`src/design/mlbt_pkg.sv`:
```
// shared types and constants for the multi-led blink/timeout controller
// no dependencies
package mlbt_pkg;

   localparam int NUM_LEDS_DEF = 3;

   localparam logic [3:0] OP_COMMAND = 4'd0;
   localparam logic [3:0] OP_TICK    = 4'd1;
   localparam logic [3:0] OP_SET_TMO = 4'd2;
   localparam logic [3:0] OP_BATTERY = 4'd3;
   localparam logic [3:0] OP_CONNECT = 4'd4;
   localparam logic [3:0] OP_CHARGE  = 4'd5;
   localparam logic [3:0] OP_PAIR_CF = 4'd6;
   localparam logic [3:0] OP_PAIR_OK = 4'd7;
   localparam logic [3:0] OP_SLEEP   = 4'd8;
   localparam logic [3:0] OP_QUERY   = 4'd9;

   localparam logic [2:0] REG_BLINK_PERIOD = 3'd0;
   localparam logic [2:0] REG_DEF_TIMEOUT  = 3'd1;
   localparam logic [2:0] REG_TICK_MS      = 3'd2;
   localparam logic [2:0] REG_BATT_COLOR   = 3'd3;
   localparam logic [2:0] REG_ADV_COLOR    = 3'd4;
   localparam logic [2:0] REG_PAIR_COLOR   = 3'd5;

   localparam logic [25:0] MS_PER_SECOND   = 26'd1000;
   localparam logic [25:0] CHARGE_TMO_MS   = 26'd5000;
   localparam logic [23:0] CHARGE_RED      = 24'd20 << 16;
   localparam logic [23:0] CHARGE_GREEN    = 24'd20 << 8;

   typedef struct packed {
      logic [15:0] blink_period_ms;
      logic [25:0] default_timeout_ms;
      logic [9:0]  tick_ms;
      logic [23:0] battery_color;
      logic [23:0] advertising_color;
      logic [23:0] pair_confirm_color;
   } cfg_type;

   typedef struct packed {
      logic       kind;
      logic [3:0] index;
      logic [23:0] color;
      logic       blinking;
      logic       last;
   } result_type;

endpackage

```
`src/design/mlbt_regs.sv`:
```
// apb-style configuration register file
// depends on mlbt_pkg
module mlbt_regs (
   input  logic                clock,
   input  logic                reset,
   input  logic                csr_psel,
   input  logic                csr_penable,
   input  logic                csr_pwrite,
   input  logic [4:0]          csr_paddr,
   input  logic [31:0]         csr_pwdata,
   output logic [31:0]         csr_prdata,
   output logic                csr_pready,
   output mlbt_pkg::cfg_type   cfg
);
   import mlbt_pkg::*;

   cfg_type    cfg_ff, cfg_in;
   logic [2:0] reg_sel;
   logic       wr_en;

   assign reg_sel    = csr_paddr[4:2];
   assign wr_en      = csr_psel && csr_penable && csr_pwrite;
   assign csr_pready = 1'b1;
   assign cfg        = cfg_ff;

   always_comb begin
      cfg_in = cfg_ff;
      if (wr_en) begin
         unique case (reg_sel)
            REG_BLINK_PERIOD: cfg_in.blink_period_ms    = csr_pwdata[15:0];
            REG_DEF_TIMEOUT:  cfg_in.default_timeout_ms = csr_pwdata[25:0];
            REG_TICK_MS:      cfg_in.tick_ms            = csr_pwdata[9:0];
            REG_BATT_COLOR:   cfg_in.battery_color      = csr_pwdata[23:0];
            REG_ADV_COLOR:    cfg_in.advertising_color  = csr_pwdata[23:0];
            REG_PAIR_COLOR:   cfg_in.pair_confirm_color = csr_pwdata[23:0];
            default:          cfg_in = cfg_ff;
         endcase
      end
   end

   always_comb begin
      unique case (reg_sel)
         REG_BLINK_PERIOD: csr_prdata = {16'd0, cfg_ff.blink_period_ms};
         REG_DEF_TIMEOUT:  csr_prdata = {6'd0, cfg_ff.default_timeout_ms};
         REG_TICK_MS:      csr_prdata = {22'd0, cfg_ff.tick_ms};
         REG_BATT_COLOR:   csr_prdata = {8'd0, cfg_ff.battery_color};
         REG_ADV_COLOR:    csr_prdata = {8'd0, cfg_ff.advertising_color};
         REG_PAIR_COLOR:   csr_prdata = {8'd0, cfg_ff.pair_confirm_color};
         default:          csr_prdata = 32'd0;
      endcase
   end

   always_ff @(posedge clock) begin
      if (reset) begin
         cfg_ff.blink_period_ms    <= 16'd500;
         cfg_ff.default_timeout_ms <= 26'd30000;
         cfg_ff.tick_ms            <= 10'd10;
         cfg_ff.battery_color      <= 24'hFF0000;
         cfg_ff.advertising_color  <= 24'h0000FF;
         cfg_ff.pair_confirm_color <= 24'h00FF00;
      end else begin
         cfg_ff <= cfg_in;
      end
   end
endmodule

```
`src/design/mlbt_mul1000.sv`:
```
// shift-add multiplier: seconds times 1000, adding over the set bits of 1000 in turn
// depends on mlbt_pkg
module mlbt_mul1000 (
   input  logic        clock,
   input  logic        reset,
   input  logic        start,
   input  logic [15:0] secs,
   output logic        done,
   output logic [25:0] product
);
   import mlbt_pkg::*;

   // 1000 = 1111101000b, bits 3,5,6,7,8,9
   logic [25:0] acc_ff, acc_in;
   logic [3:0]  bit_ff, bit_in;
   logic        busy_ff, busy_in;
   logic [15:0] secs_ff, secs_in;
   logic [25:0] term;

   assign term    = {10'd0, secs_ff} << bit_ff;
   assign done    = busy_ff && (bit_ff == 4'd9);
   assign product = acc_ff + term;

   always_comb begin
      acc_in  = acc_ff;
      bit_in  = bit_ff;
      busy_in = busy_ff;
      secs_in = secs_ff;
      if (start) begin
         acc_in  = 26'd0;
         bit_in  = 4'd3;
         busy_in = 1'b1;
         secs_in = secs;
      end else if (busy_ff) begin
         if (MS_PER_SECOND[bit_ff]) acc_in = acc_ff + term;
         if (bit_ff == 4'd9) busy_in = 1'b0;
         else bit_in = bit_ff + 4'd1;
      end
   end

   always_ff @(posedge clock) begin
      if (reset) begin
         busy_ff <= 1'b0;
         bit_ff  <= 4'd0;
      end else begin
         busy_ff <= busy_in;
         bit_ff  <= bit_in;
      end
      acc_ff  <= acc_in;
      secs_ff <= secs_in;
   end
endmodule

```
`src/design/multi_led_blink_timeout_controller_core.sv`:
```
// multi-led indicator controller: top level with event sequencer and led state
// depends on mlbt_pkg, mlbt_regs, mlbt_mul1000
//
// usage: one event beat enters on req_*; it produces zero to NUM_LEDS result
// beats on rsp_*, the last one flagged by rsp_last_of_run. events are handled
// one at a time: req_ready is high only while the sequencer is idle.
// a sequencer walks the leds one per cycle while the output is free (ticks and the
// pairing and sleep broadcasts), with a shared shift-add unit that scales seconds
// to ms. a tick walks every led, then a done state; a command with seconds, or a
// set-timeout to a valid led, waits on the multiplier. each result waits in a single
// output register, tick beats first in a holding register; while it is full and
// rsp_ready is low the walk stops at that led and resumes when the beat is taken.
// reset (synchronous, active high) clears all led state, flags and the csr
// registers to their defaults; no clearing pass is needed.
// the csr port is apb-style, pready always high, registers at 4*i.
module multi_led_blink_timeout_controller_core #(
   parameter int NUM_LEDS = mlbt_pkg::NUM_LEDS_DEF
) (
   input  logic        clock,
   input  logic        reset,
   input  logic        req_valid,
   output logic        req_ready,
   input  logic [3:0]  req_operation,
   input  logic [3:0]  req_led_index,
   input  logic        req_turn_on,
   input  logic [7:0]  req_red,
   input  logic [7:0]  req_green,
   input  logic [7:0]  req_blue,
   input  logic [15:0] req_timeout_seconds,
   input  logic        req_blink_enable,
   input  logic [15:0] req_blink_half_period,
   input  logic        req_event_flag,
   output logic        rsp_valid,
   input  logic        rsp_ready,
   output logic        rsp_reply_kind,
   output logic [3:0]  rsp_out_index,
   output logic [7:0]  rsp_out_red,
   output logic [7:0]  rsp_out_green,
   output logic [7:0]  rsp_out_blue,
   output logic        rsp_out_blinking,
   output logic        rsp_last_of_run,
   input  logic        psel,
   input  logic        penable,
   input  logic        pwrite,
   input  logic [4:0]  paddr,
   input  logic [31:0] pwdata,
   output logic [31:0] prdata,
   output logic        pready
);
   import mlbt_pkg::*;

   localparam int IW = $clog2(NUM_LEDS);

   localparam logic [2:0] ST_IDLE = 3'd0;
   localparam logic [2:0] ST_MUL  = 3'd1;
   localparam logic [2:0] ST_WALK = 3'd2;
   localparam logic [2:0] ST_DONE = 3'd4;

   cfg_type cfg;

   mlbt_regs u_regs (
      .clock(clock), .reset(reset),
      .csr_psel(psel), .csr_penable(penable), .csr_pwrite(pwrite),
      .csr_paddr(paddr), .csr_pwdata(pwdata), .csr_prdata(prdata),
      .csr_pready(pready), .cfg(cfg)
   );

   // led state
   logic [23:0] color_ff   [NUM_LEDS];
   logic [23:0] color_in   [NUM_LEDS];
   logic        bact_ff    [NUM_LEDS];
   logic        bact_in    [NUM_LEDS];
   logic        blit_ff    [NUM_LEDS];
   logic        blit_in    [NUM_LEDS];
   logic [15:0] blim_ff    [NUM_LEDS];
   logic [15:0] blim_in    [NUM_LEDS];
   logic [16:0] bela_ff    [NUM_LEDS];
   logic [16:0] bela_in    [NUM_LEDS];
   logic        tarm_ff    [NUM_LEDS];
   logic        tarm_in    [NUM_LEDS];
   logic [25:0] tleft_ff   [NUM_LEDS];
   logic [25:0] tleft_in   [NUM_LEDS];
   logic        batt_ff, batt_in, pair_ff, pair_in;

   // latched event
   logic [3:0]  op_ff, op_in;
   logic [3:0]  idx_ff, idx_in;
   logic        on_ff, on_in, ben_ff, ben_in, flag_ff, flag_in;
   logic [23:0] rgb_ff, rgb_in;
   logic [15:0] secs_ff, secs_in, half_ff, half_in;
   logic [2:0]  state_ff, state_in;
   logic [IW:0] led_ff, led_in;
   logic        any_ff, any_in;

   // output register
   logic        ovalid_ff, ovalid_in;
   result_type  ores_ff, ores_in;

   logic        mul_start, mul_done;
   logic [25:0] mul_product;

   mlbt_mul1000 u_mul (
      .clock(clock), .reset(reset), .start(mul_start), .secs(secs_ff),
      .done(mul_done), .product(mul_product)
   );

   logic        accept;
   logic        out_free;
   logic [IW-1:0] cur;
   logic        idx_valid;
   logic [IW-1:0] idx_led;

   assign req_ready = (state_ff == ST_IDLE);
   assign accept    = req_valid && req_ready;
   assign out_free  = !ovalid_ff || rsp_ready;
   assign cur       = led_ff[IW-1:0];
   assign idx_valid = ({{(8-4){1'b0}}, idx_ff} < 8'(NUM_LEDS));
   assign idx_led   = idx_ff[IW-1:0];

   assign rsp_valid        = ovalid_ff;
   assign rsp_reply_kind   = ores_ff.kind;
   assign rsp_out_index    = ores_ff.index;
   assign rsp_out_red      = ores_ff.color[23:16];
   assign rsp_out_green    = ores_ff.color[15:8];
   assign rsp_out_blue     = ores_ff.color[7:0];
   assign rsp_out_blinking = ores_ff.blinking;
   assign rsp_last_of_run  = ores_ff.last;

   // tick step of the current led: shared subtract/compare datapath
   logic        t_active, t_fire, t_blk, t_tog;
   logic [25:0] t_sub;
   logic [16:0] t_ela;
   logic        t_lit;
   logic [10:0] tick_w;
   logic        is_last_led;

   assign is_last_led = (led_ff == (IW+1)'(NUM_LEDS - 1));

   always_comb begin
      tick_w   = {1'b0, cfg.tick_ms};
      t_active = tarm_ff[cur] && (tleft_ff[cur] != 26'd0) && (cfg.tick_ms != 10'd0);
      t_sub    = tleft_ff[cur] - {16'd0, cfg.tick_ms};
      t_fire   = t_active && (tleft_ff[cur] <= {16'd0, cfg.tick_ms})
                 && !(cur == '0 && batt_ff);
      t_blk    = !t_fire && bact_ff[cur] && (blim_ff[cur] != 16'd0);
      t_ela    = bela_ff[cur] + {6'd0, tick_w};
      t_tog    = t_blk && (t_ela >= {1'b0, blim_ff[cur]});
      t_lit    = !blit_ff[cur];
   end

   always_comb begin
      for (int k = 0; k < NUM_LEDS; k++) begin
         color_in[k] = color_ff[k];
         bact_in[k]  = bact_ff[k];
         blit_in[k]  = blit_ff[k];
         blim_in[k]  = blim_ff[k];
         bela_in[k]  = bela_ff[k];
         tarm_in[k]  = tarm_ff[k];
         tleft_in[k] = tleft_ff[k];
      end
      batt_in   = batt_ff;
      pair_in   = pair_ff;
      op_in     = op_ff;
      idx_in    = idx_ff;
      on_in     = on_ff;
      ben_in    = ben_ff;
      flag_in   = flag_ff;
      rgb_in    = rgb_ff;
      secs_in   = secs_ff;
      half_in   = half_ff;
      state_in  = state_ff;
      led_in    = led_ff;
      any_in    = any_ff;
      mul_start = 1'b0;
      ovalid_in = ovalid_ff && !rsp_ready;
      ores_in   = ores_ff;

      unique case (state_ff)
         ST_IDLE: begin
            if (accept) begin
               op_in   = req_operation;
               idx_in  = req_led_index;
               on_in   = req_turn_on;
               ben_in  = req_blink_enable;
               flag_in = req_event_flag;
               rgb_in  = {req_red, req_green, req_blue};
               secs_in = req_timeout_seconds;
               half_in = req_blink_half_period;
               led_in  = '0;
               any_in  = 1'b0;
               state_in = ST_WALK;
            end
         end
         ST_MUL: begin
            // product ready; commit the timer
            if (mul_done) begin
               tarm_in[idx_led]  = (mul_product != 26'd0);
               tleft_in[idx_led] = mul_product;
               state_in = ST_IDLE;
            end
         end
         ST_WALK: begin
            if (out_free) begin
               unique case (op_ff)
                  OP_COMMAND: begin
                     state_in = ST_IDLE;
                     if (idx_valid && !(idx_led == '0 && batt_ff)) begin
                        tarm_in[idx_led]  = 1'b0;
                        tleft_in[idx_led] = 26'd0;
                        bela_in[idx_led]  = 17'd0;
                        ovalid_in = 1'b1;
                        ores_in   = '{kind: 1'b0, index: idx_ff, color: 24'd0,
                                      blinking: 1'b0, last: 1'b1};
                        if (!on_ff) begin
                           bact_in[idx_led]  = 1'b0;
                           blit_in[idx_led]  = 1'b0;
                           color_in[idx_led] = 24'd0;
                        end else begin
                           color_in[idx_led] = rgb_ff;
                           bact_in[idx_led]  = ben_ff;
                           blim_in[idx_led]  = (half_ff != 16'd0) ? half_ff
                                               : cfg.blink_period_ms;
                           blit_in[idx_led]  = 1'b1;
                           ores_in.color     = rgb_ff;
                           if (secs_ff == 16'd0) begin
                              tarm_in[idx_led]  = (cfg.default_timeout_ms != 26'd0);
                              tleft_in[idx_led] = cfg.default_timeout_ms;
                           end else begin
                              mul_start = 1'b1;
                              state_in  = ST_MUL;
                           end
                        end
                     end
                  end
                  OP_SET_TMO: begin
                     if (idx_valid) begin
                        mul_start = 1'b1;
                        state_in  = ST_MUL;
                     end else begin
                        state_in = ST_IDLE;
                     end
                  end
                  OP_TICK: begin
                     // one led per cycle while the output is free; results gathered in led order
                     if (t_active) begin
                        if (tleft_ff[cur] <= {16'd0, cfg.tick_ms}) begin
                           tleft_in[cur] = 26'd0;
                        end else begin
                           tleft_in[cur] = t_sub;
                        end
                     end
                     if (t_fire) begin
                        bact_in[cur] = 1'b0;
                        bela_in[cur] = 17'd0;
                        blit_in[cur] = 1'b0;
                        tarm_in[cur] = 1'b0;
                        ovalid_in = 1'b1;
                        ores_in   = '{kind: 1'b0, index: 4'(cur), color: 24'd0,
                                      blinking: 1'b0, last: 1'b0};
                     end else if (t_blk) begin
                        if (t_tog) begin
                           bela_in[cur] = 17'd0;
                           blit_in[cur] = t_lit;
                           ovalid_in = 1'b1;
                           ores_in   = '{kind: 1'b0, index: 4'(cur),
                                         color: t_lit ? color_ff[cur] : 24'd0,
                                         blinking: 1'b0, last: 1'b0};
                        end else begin
                           bela_in[cur] = t_ela;
                        end
                     end
                     // last flag goes on the final beat; held one beat back
                     if (is_last_led) state_in = ST_DONE;
                     else led_in = led_ff + 1'b1;
                  end
                  OP_BATTERY: begin
                     batt_in  = flag_ff;
                     state_in = ST_IDLE;
                     if (flag_ff) begin
                        tarm_in[0]  = 1'b0;
                        tleft_in[0] = 26'd0;
                        color_in[0] = cfg.battery_color;
                        bact_in[0]  = 1'b1;
                        blim_in[0]  = cfg.blink_period_ms;
                        bela_in[0]  = 17'd0;
                        blit_in[0]  = 1'b0;
                     end else begin
                        bact_in[0] = 1'b0;
                        if (!tarm_ff[0]) begin
                           color_in[0] = 24'd0;
                           ovalid_in = 1'b1;
                           ores_in   = '{kind: 1'b0, index: 4'd0, color: 24'd0,
                                         blinking: 1'b0, last: 1'b1};
                        end
                     end
                  end
                  OP_CONNECT: begin
                     if (led_ff == '0) begin
                        if (flag_ff) begin
                           bact_in[2] = 1'b0;
                           bela_in[2] = 17'd0;
                           blit_in[2] = 1'b0;
                           ovalid_in = 1'b1;
                           ores_in   = '{kind: 1'b0, index: 4'd2, color: 24'd0,
                                         blinking: 1'b0, last: 1'b1};
                           state_in = ST_IDLE;
                        end else begin
                           tarm_in[2]  = 1'b0;
                           tleft_in[2] = 26'd0;
                           color_in[2] = cfg.advertising_color;
                           bact_in[2]  = 1'b1;
                           blim_in[2]  = cfg.blink_period_ms;
                           bela_in[2]  = 17'd0;
                           blit_in[2]  = 1'b0;
                           if (pair_ff) begin
                              ovalid_in = 1'b1;
                              ores_in   = '{kind: 1'b0, index: 4'd0, color: 24'd0,
                                            blinking: 1'b0, last: 1'b0};
                              led_in = led_ff + 1'b1;
                           end else begin
                              state_in = ST_IDLE;
                           end
                        end
                     end else begin
                        ovalid_in = 1'b1;
                        ores_in   = '{kind: 1'b0, index: 4'd1, color: 24'd0,
                                      blinking: 1'b0, last: 1'b1};
                        state_in = ST_IDLE;
                     end
                  end
                  OP_CHARGE: begin
                     for (int k = 0; k < NUM_LEDS; k++) begin
                        color_in[k] = flag_ff ? CHARGE_RED : CHARGE_GREEN;
                        bact_in[k]  = 1'b1;
                        blim_in[k]  = cfg.blink_period_ms;
                        bela_in[k]  = 17'd0;
                        blit_in[k]  = 1'b0;
                        tarm_in[k]  = 1'b1;
                        tleft_in[k] = CHARGE_TMO_MS;
                     end
                     state_in = ST_IDLE;
                  end
                  OP_PAIR_CF, OP_PAIR_OK: begin
                     if (led_ff == '0) begin
                        for (int k = 0; k < NUM_LEDS; k++) begin
                           tarm_in[k]  = 1'b0;
                           tleft_in[k] = 26'd0;
                           bact_in[k]  = 1'b0;
                           if (op_ff == OP_PAIR_OK) color_in[k] = 24'd0;
                        end
                        pair_in = (op_ff == OP_PAIR_CF);
                        if (op_ff == OP_PAIR_OK) batt_in = 1'b0;
                     end
                     ovalid_in = 1'b1;
                     ores_in   = '{kind: 1'b0, index: 4'(cur),
                                   color: (op_ff == OP_PAIR_CF) ? cfg.pair_confirm_color
                                                               : 24'd0,
                                   blinking: 1'b0, last: is_last_led};
                     if (is_last_led) state_in = ST_IDLE;
                     else led_in = led_ff + 1'b1;
                  end
                  OP_SLEEP: begin
                     if (flag_ff) begin
                        tarm_in[cur]  = 1'b0;
                        tleft_in[cur] = 26'd0;
                        bact_in[cur]  = 1'b0;
                        bela_in[cur]  = 17'd0;
                        ovalid_in = 1'b1;
                        ores_in   = '{kind: 1'b0, index: 4'(cur), color: 24'd0,
                                      blinking: 1'b0, last: is_last_led};
                        if (is_last_led) state_in = ST_IDLE;
                        else led_in = led_ff + 1'b1;
                     end else begin
                        tarm_in[2]  = 1'b0;
                        tleft_in[2] = 26'd0;
                        color_in[2] = cfg.advertising_color;
                        bact_in[2]  = 1'b1;
                        blim_in[2]  = cfg.blink_period_ms;
                        bela_in[2]  = 17'd0;
                        blit_in[2]  = 1'b1;
                        ovalid_in = 1'b1;
                        ores_in   = '{kind: 1'b0, index: 4'd2,
                                      color: cfg.advertising_color,
                                      blinking: 1'b0, last: 1'b1};
                        state_in = ST_IDLE;
                     end
                  end
                  OP_QUERY: begin
                     ovalid_in = 1'b1;
                     ores_in   = '{kind: 1'b1, index: idx_ff,
                                   color: idx_valid ? color_ff[idx_led] : 24'd0,
                                   blinking: idx_valid ? bact_ff[idx_led] : 1'b0,
                                   last: 1'b1};
                     state_in = ST_IDLE;
                  end
                  default: state_in = ST_IDLE;
               endcase
            end
         end
         ST_DONE: begin
            state_in = ST_IDLE;
         end
         default: state_in = ST_IDLE;
      endcase
   end

   // tick beats are emitted without a last flag; a held beat is released with
   // last set when the walk ends. the tick walk pends each beat in a one-entry
   // holding register
   logic        hold_ff, hold_in;
   result_type  hres_ff, hres_in;
   logic        tick_walk;
   logic        tick_new;
   logic        ovalid_fin;
   result_type  ores_fin;

   assign tick_walk = (state_ff == ST_WALK) && (op_ff == OP_TICK);
   assign tick_new  = tick_walk && out_free && (t_fire || t_tog);

   always_comb begin
      hold_in    = hold_ff;
      hres_in    = hres_ff;
      ovalid_fin = ovalid_in;
      ores_fin   = ores_in;
      if (tick_walk) begin
         // keep output untouched by walk; move held beat out on new beat
         ovalid_fin = ovalid_ff && !rsp_ready;
         ores_fin   = ores_ff;
         if (tick_new) begin
            if (hold_ff) begin
               ovalid_fin = 1'b1;
               ores_fin   = hres_ff;
            end
            hold_in = 1'b1;
            hres_in = ores_in;
         end
      end else if (state_ff == ST_DONE) begin
         ovalid_fin = ovalid_ff && !rsp_ready;
         ores_fin   = ores_ff;
         if (hold_ff) begin
            if (out_free) begin
               ovalid_fin   = 1'b1;
               ores_fin     = hres_ff;
               ores_fin.last = 1'b1;
               hold_in = 1'b0;
            end
         end
      end
   end

   logic [2:0] state_fin;
   // stay in done until the held beat has gone out
   assign state_fin = (state_ff == ST_DONE && hold_ff && !out_free) ? ST_DONE : state_in;

   always_ff @(posedge clock) begin
      if (reset) begin
         for (int k = 0; k < NUM_LEDS; k++) begin
            color_ff[k] <= 24'd0;
            bact_ff[k]  <= 1'b0;
            blit_ff[k]  <= 1'b0;
            blim_ff[k]  <= 16'd0;
            bela_ff[k]  <= 17'd0;
            tarm_ff[k]  <= 1'b0;
            tleft_ff[k] <= 26'd0;
         end
         batt_ff   <= 1'b0;
         pair_ff   <= 1'b0;
         state_ff  <= ST_IDLE;
         ovalid_ff <= 1'b0;
         hold_ff   <= 1'b0;
         led_ff    <= '0;
         any_ff    <= 1'b0;
      end else begin
         for (int k = 0; k < NUM_LEDS; k++) begin
            color_ff[k] <= color_in[k];
            bact_ff[k]  <= bact_in[k];
            blit_ff[k]  <= blit_in[k];
            blim_ff[k]  <= blim_in[k];
            bela_ff[k]  <= bela_in[k];
            tarm_ff[k]  <= tarm_in[k];
            tleft_ff[k] <= tleft_in[k];
         end
         batt_ff   <= batt_in;
         pair_ff   <= pair_in;
         state_ff  <= state_fin;
         ovalid_ff <= ovalid_fin;
         hold_ff   <= hold_in;
         led_ff    <= led_in;
         any_ff    <= any_in || tick_new;
      end
      op_ff   <= op_in;
      idx_ff  <= idx_in;
      on_ff   <= on_in;
      ben_ff  <= ben_in;
      flag_ff <= flag_in;
      rgb_ff  <= rgb_in;
      secs_ff <= secs_in;
      half_ff <= half_in;
      ores_ff <= ores_fin;
      hres_ff <= hres_in;
   end

   // a held tick beat only exists during a tick walk or its wrap-up
   assert property (@(posedge clock) disable iff (reset)
      hold_ff |-> (state_ff == ST_WALK || state_ff == ST_DONE))
      else $error("held beat outside tick walk");
   // a new event is never taken while a beat is held back
   assert property (@(posedge clock) disable iff (reset)
      accept |-> !hold_ff)
      else $error("event accepted with pending beat");
   // the multiplier only runs while the sequencer waits on it
   assert property (@(posedge clock) disable iff (reset)
      mul_done |-> (state_ff == ST_MUL))
      else $error("multiplier finished outside wait state");
   // the held beat was marked as seen in this walk
   assert property (@(posedge clock) disable iff (reset)
      hold_ff |-> any_ff)
      else $error("held beat without a recorded result");

endmodule

```
`config.mk`:
```
export PLATFORM = sky130hd
export DESIGN_NAME = multi_led_blink_timeout_controller_core
export DESIGN_NICKNAME = d
export VERILOG_FILES = /design/src/design/mlbt_pkg.sv /design/src/design/mlbt_regs.sv /design/src/design/mlbt_mul1000.sv /design/src/design/multi_led_blink_timeout_controller_core.sv
export SDC_FILE = /design/constraint.sdc
export NUM_CORES = 2
export LEC_CHECK = 0
export ABC_CLOCK_PERIOD_IN_PS = 13000
export BUFFER_PORTS_ARGS = -buffer_cell sky130_fd_sc_hd__buf_2
export CAP_MARGIN = 20
export CORE_MARGIN = 5
export CORE_UTILIZATION = 49
export DETAILED_ROUTE_END_ITERATION = 10
export HOLD_SLACK_MARGIN = 0.15
export PLACE_DENSITY = 0.65
export SETUP_SLACK_MARGIN = 0.4
export SLEW_MARGIN = 0
export SYNTH_ARGS = -nofsm -noshare
export SYNTH_HDL_FRONTEND = slang
export SYNTH_SLANG_ARGS = --single-unit
```
`constraint.sdc`:
```
create_clock -name clock -period 13 [get_ports clock]
set_input_delay 0.65 -clock clock [delete_from_list [all_inputs] [get_ports clock]]
set_output_delay 0.65 -clock clock [all_outputs]
set_load 0.03 [all_outputs]
```
==> results.yml <==
cts:
  post_cts.repair.setup_buffers: 0
  ctsResizeCount: 0
  cts_inserted_buffers: 66
  clock_latency_ps: 620
  hold_buffers: 0
  root_buffer: "clkbuf_16"
  cts_tree: "done"
  cts.clk_slew.worst_paths_ps: 60
  clkSinkCount: 572
  htreeDepth: 3
  clock_path_buffers: 3
route:
  drc_errors: 0
  wl_per_cell_um: 25.4
  drtPass1Iterations: 9
  drt_wl_total_um: 124000
  ant_nets: 0
  viasPerCell: 6.63
  num_vias: 32354
  drt_iter0_markers: 4324
synth:
  synth-seq-cells: 572
  synth.avg_cell_area_sq_um: 8.32
  yosysMostFrequentCell: "nand2_1"
  synth_top_area_share_pct: 26.0
  synthFlopType: "dfxtp_1"
  yosys.area.top_type: "dfxtp_1"
  seq_area_frac_synth_pct: 39.2
  async_flop_share_pct: 0
  yosysWarnings: 0
  synthCells: 3951
  ys_top_cells_by_area: "dfxtp_1 (26%), edfxtp_1 (13%), nand2_1 (6.6%), nor2_1 (4.7%), a21oi_1 (4.6%)"
  synthTopCellsByCount: "nand2_1 (575), dfxtp_1 (427), nor2_1 (415)"
  synth_edf_count: 145
  syn_area_sq_um: 32900
  synthDistinctLibCells: 91
power:
  p_sw_mw: 1.46
  power_mw: 4.78
  ir_drop_uv: 132
  p_leak_nw: 13.1
  p_per_area_nw_per_um2: 131
  p_seq_share_pct: 41.9
  p_int_mw: 3.33
  p_comb_share_pct: 18.4
  swShare_pct: 30.4
  clkPwrFrac_pct: 39.7
floorplanning:
  die_area_sq_um: 72400
  start_util_pct: 49.1
  die_h_um: 269
  core_area_sq_um: 66900
  io_pins: 177
  die_w_um: 269
  num_rows: 95
timing:
  hold_slack_ps: 198
  tightest_slew_ps: 1210
  relSlewSlack_pct: 19.2
  maxSlewViolCount: 0
  setup_ws_ps: 5930
  final.min_clock_period_ps: 7070
  timing.fmax_mhz: 141
  setup_viol: 0
  final-hold-violation-count: 0
  finalClockSkew_ps: 37.3
  period_share_pct: 54.4
  fin_tns_setup_ps: 0
  rsz0062_at_grt: "false"
final_layout:
  antenna_cells: 0
  layout.cells.non_filler: 4880
  drive_above_1_share_pct: 12.5
  nNetsFinal: 4139
  fillers: 6191
  area_delta_synth_final_pct: 11.2
  fin_area_sq_um: 36600
  final_util_pct: 54.7
critical_path:
  cp-end-kind: "flip-flop"
  reg2reg_setup_slack_ps: 5930
  crit_type: "reg -> reg"
  arrival_ps: 7430
  timing.rr.end: "rsp_out_red[2]"
  cp_max_fo: 33
  reg2reg_depth: 24
  endpoint: "rsp_out_red[2]"
  cp_data_required_time_ps: 13360
  critPathLaunchType: "flip-flop"
global_route:
  grtUsageMet1_pct: 44.8
  grt_pass1_vias: 29274
  grt_busiest_layer: "met2"
  grt_pass1_wl_um: 184000
  grtUsageMet2_pct: 49.0
  overflow: 0
  grtUsageTotal_pct: 32.6
  grt_max_degree: 174
  antenna_found_initial: 1
  use_met3_pct: 7.35
placement:
  io_buffers: 161
  gp_congestion: 0.988
  post-place-ws_ps: 6070
  place_area_sq_um: 34300
  dp_hpwl_um: 82700
  place_inst: 4759
outcome:
  status: "finished, final reports clean"
min_path:
  hold_path.class: "in -> reg"
run:
  maxCapViolCount: 0
==> layer usage <==
metal  up-vias  share of wire, %
li1      14626                 -
met2      2096                43
met1     15206                40
met3       426                11
met4         0               5.1
met5         -                 0
==> cells in the final DEF (no fill, tap or decap), drive strengths merged, types with 32 or more instances in the layout <==
cell type / n
nor2: 416
a221o: 43
nor4: 33
dfxtp: 427
a32oi: 33
a22oi: 148
mux2: 80
xnor2: 38
a21oi: 299
mux2i: 146
inv: 74
clkbuf: 84
a31oi: 47
o21ai: 298
nand3: 75
a221oi: 55
a211oi: 109
nand2: 575
nor3: 85
ha: 68
buf: 248
nor2b: 32
edfxtp: 145
==> critical path, cell delays in order (launching register included) <==
cell and delay, ps:
dfxtp_4 770, buf_4 610, mux2i_1 150, o21ai_0 170
ha_1 180, inv_1 60, fa_1 420, nand2b_1 180
a21oi_1 140, o21ai_0 140, a21oi_1 250, nor2_1 90
or3_1 320, xnor2_1 300, inv_1 100, ha_1 290
nand4_1 100, o211ai_1 180, a31oi_1 70, nand3_1 130
mux2i_4 220, o21ai_4 290, or3b_1 780, a221o_1 530
mux2_2 270
==> cells by family (layout without fill, tap and decap cells) <==
| group | after synthesis | in the layout | share of synthesized area [%] |
|---|---|---|---|
| muxes | 238 | 238 | 8.13 |
| adders and majority gates | 71 | 71 | 2.77 |
| xor gates and xnor gates | 59 | 59 | 1.57 |
| and+or+nand+nor | 1366 | 1366 | 18.2 |
| buffers and inverters | 389 | 440 | 4.77 |
| AOI/OAI and AO/OA | 1254 | 1254 | 25.3 |
| other | 2 | 7 | 0.0228 |
| DFF | 572 | 572 | 39.2 |
==> how the worst min path moves through the flow <==
stage,start,endpoint,cells after the start
3_3_place_gp,bela_ff[1][11],bela_ff[1][11],2
3_5_place_dp,secs_ff[9],u_mul.secs_ff[9],0
2_1_floorplan,bela_ff[1][10],bela_ff[1][10],2
5_1_grt,req_blink_half_period[8],half_ff[8],1
6_report,req_red[1],rgb_ff[17],1
4_1_cts,req_green[5],rgb_ff[13],1
==> final cells by class <==
type,instances,area [sq um],share of cell area [%]
Clock buffer,84,1810,4.95
Clock inverter,34,379,1.04
Inverter,74,278,0.759
Multi-Input combinational cell,2995,18600,50.8
Sequential cell,572,12900,35.3
Tap cell,873,1090,2.99
Timing Repair Buffer,248,1520,4.15
==> power by group through the flow <==
stage                     Sequential (mW)  Clock (mW)  Combinational (mW)
after floorplan                      2.07           0               0.522
after global placement               2.04           0               0.848
after detailed placement             2.04           0               0.854
after CTS                            2.00        1.92               0.859
after global routing                 2.01        2.01               0.927
final                                2.00        1.90               0.882
Power figures use the tool's default switching activity.
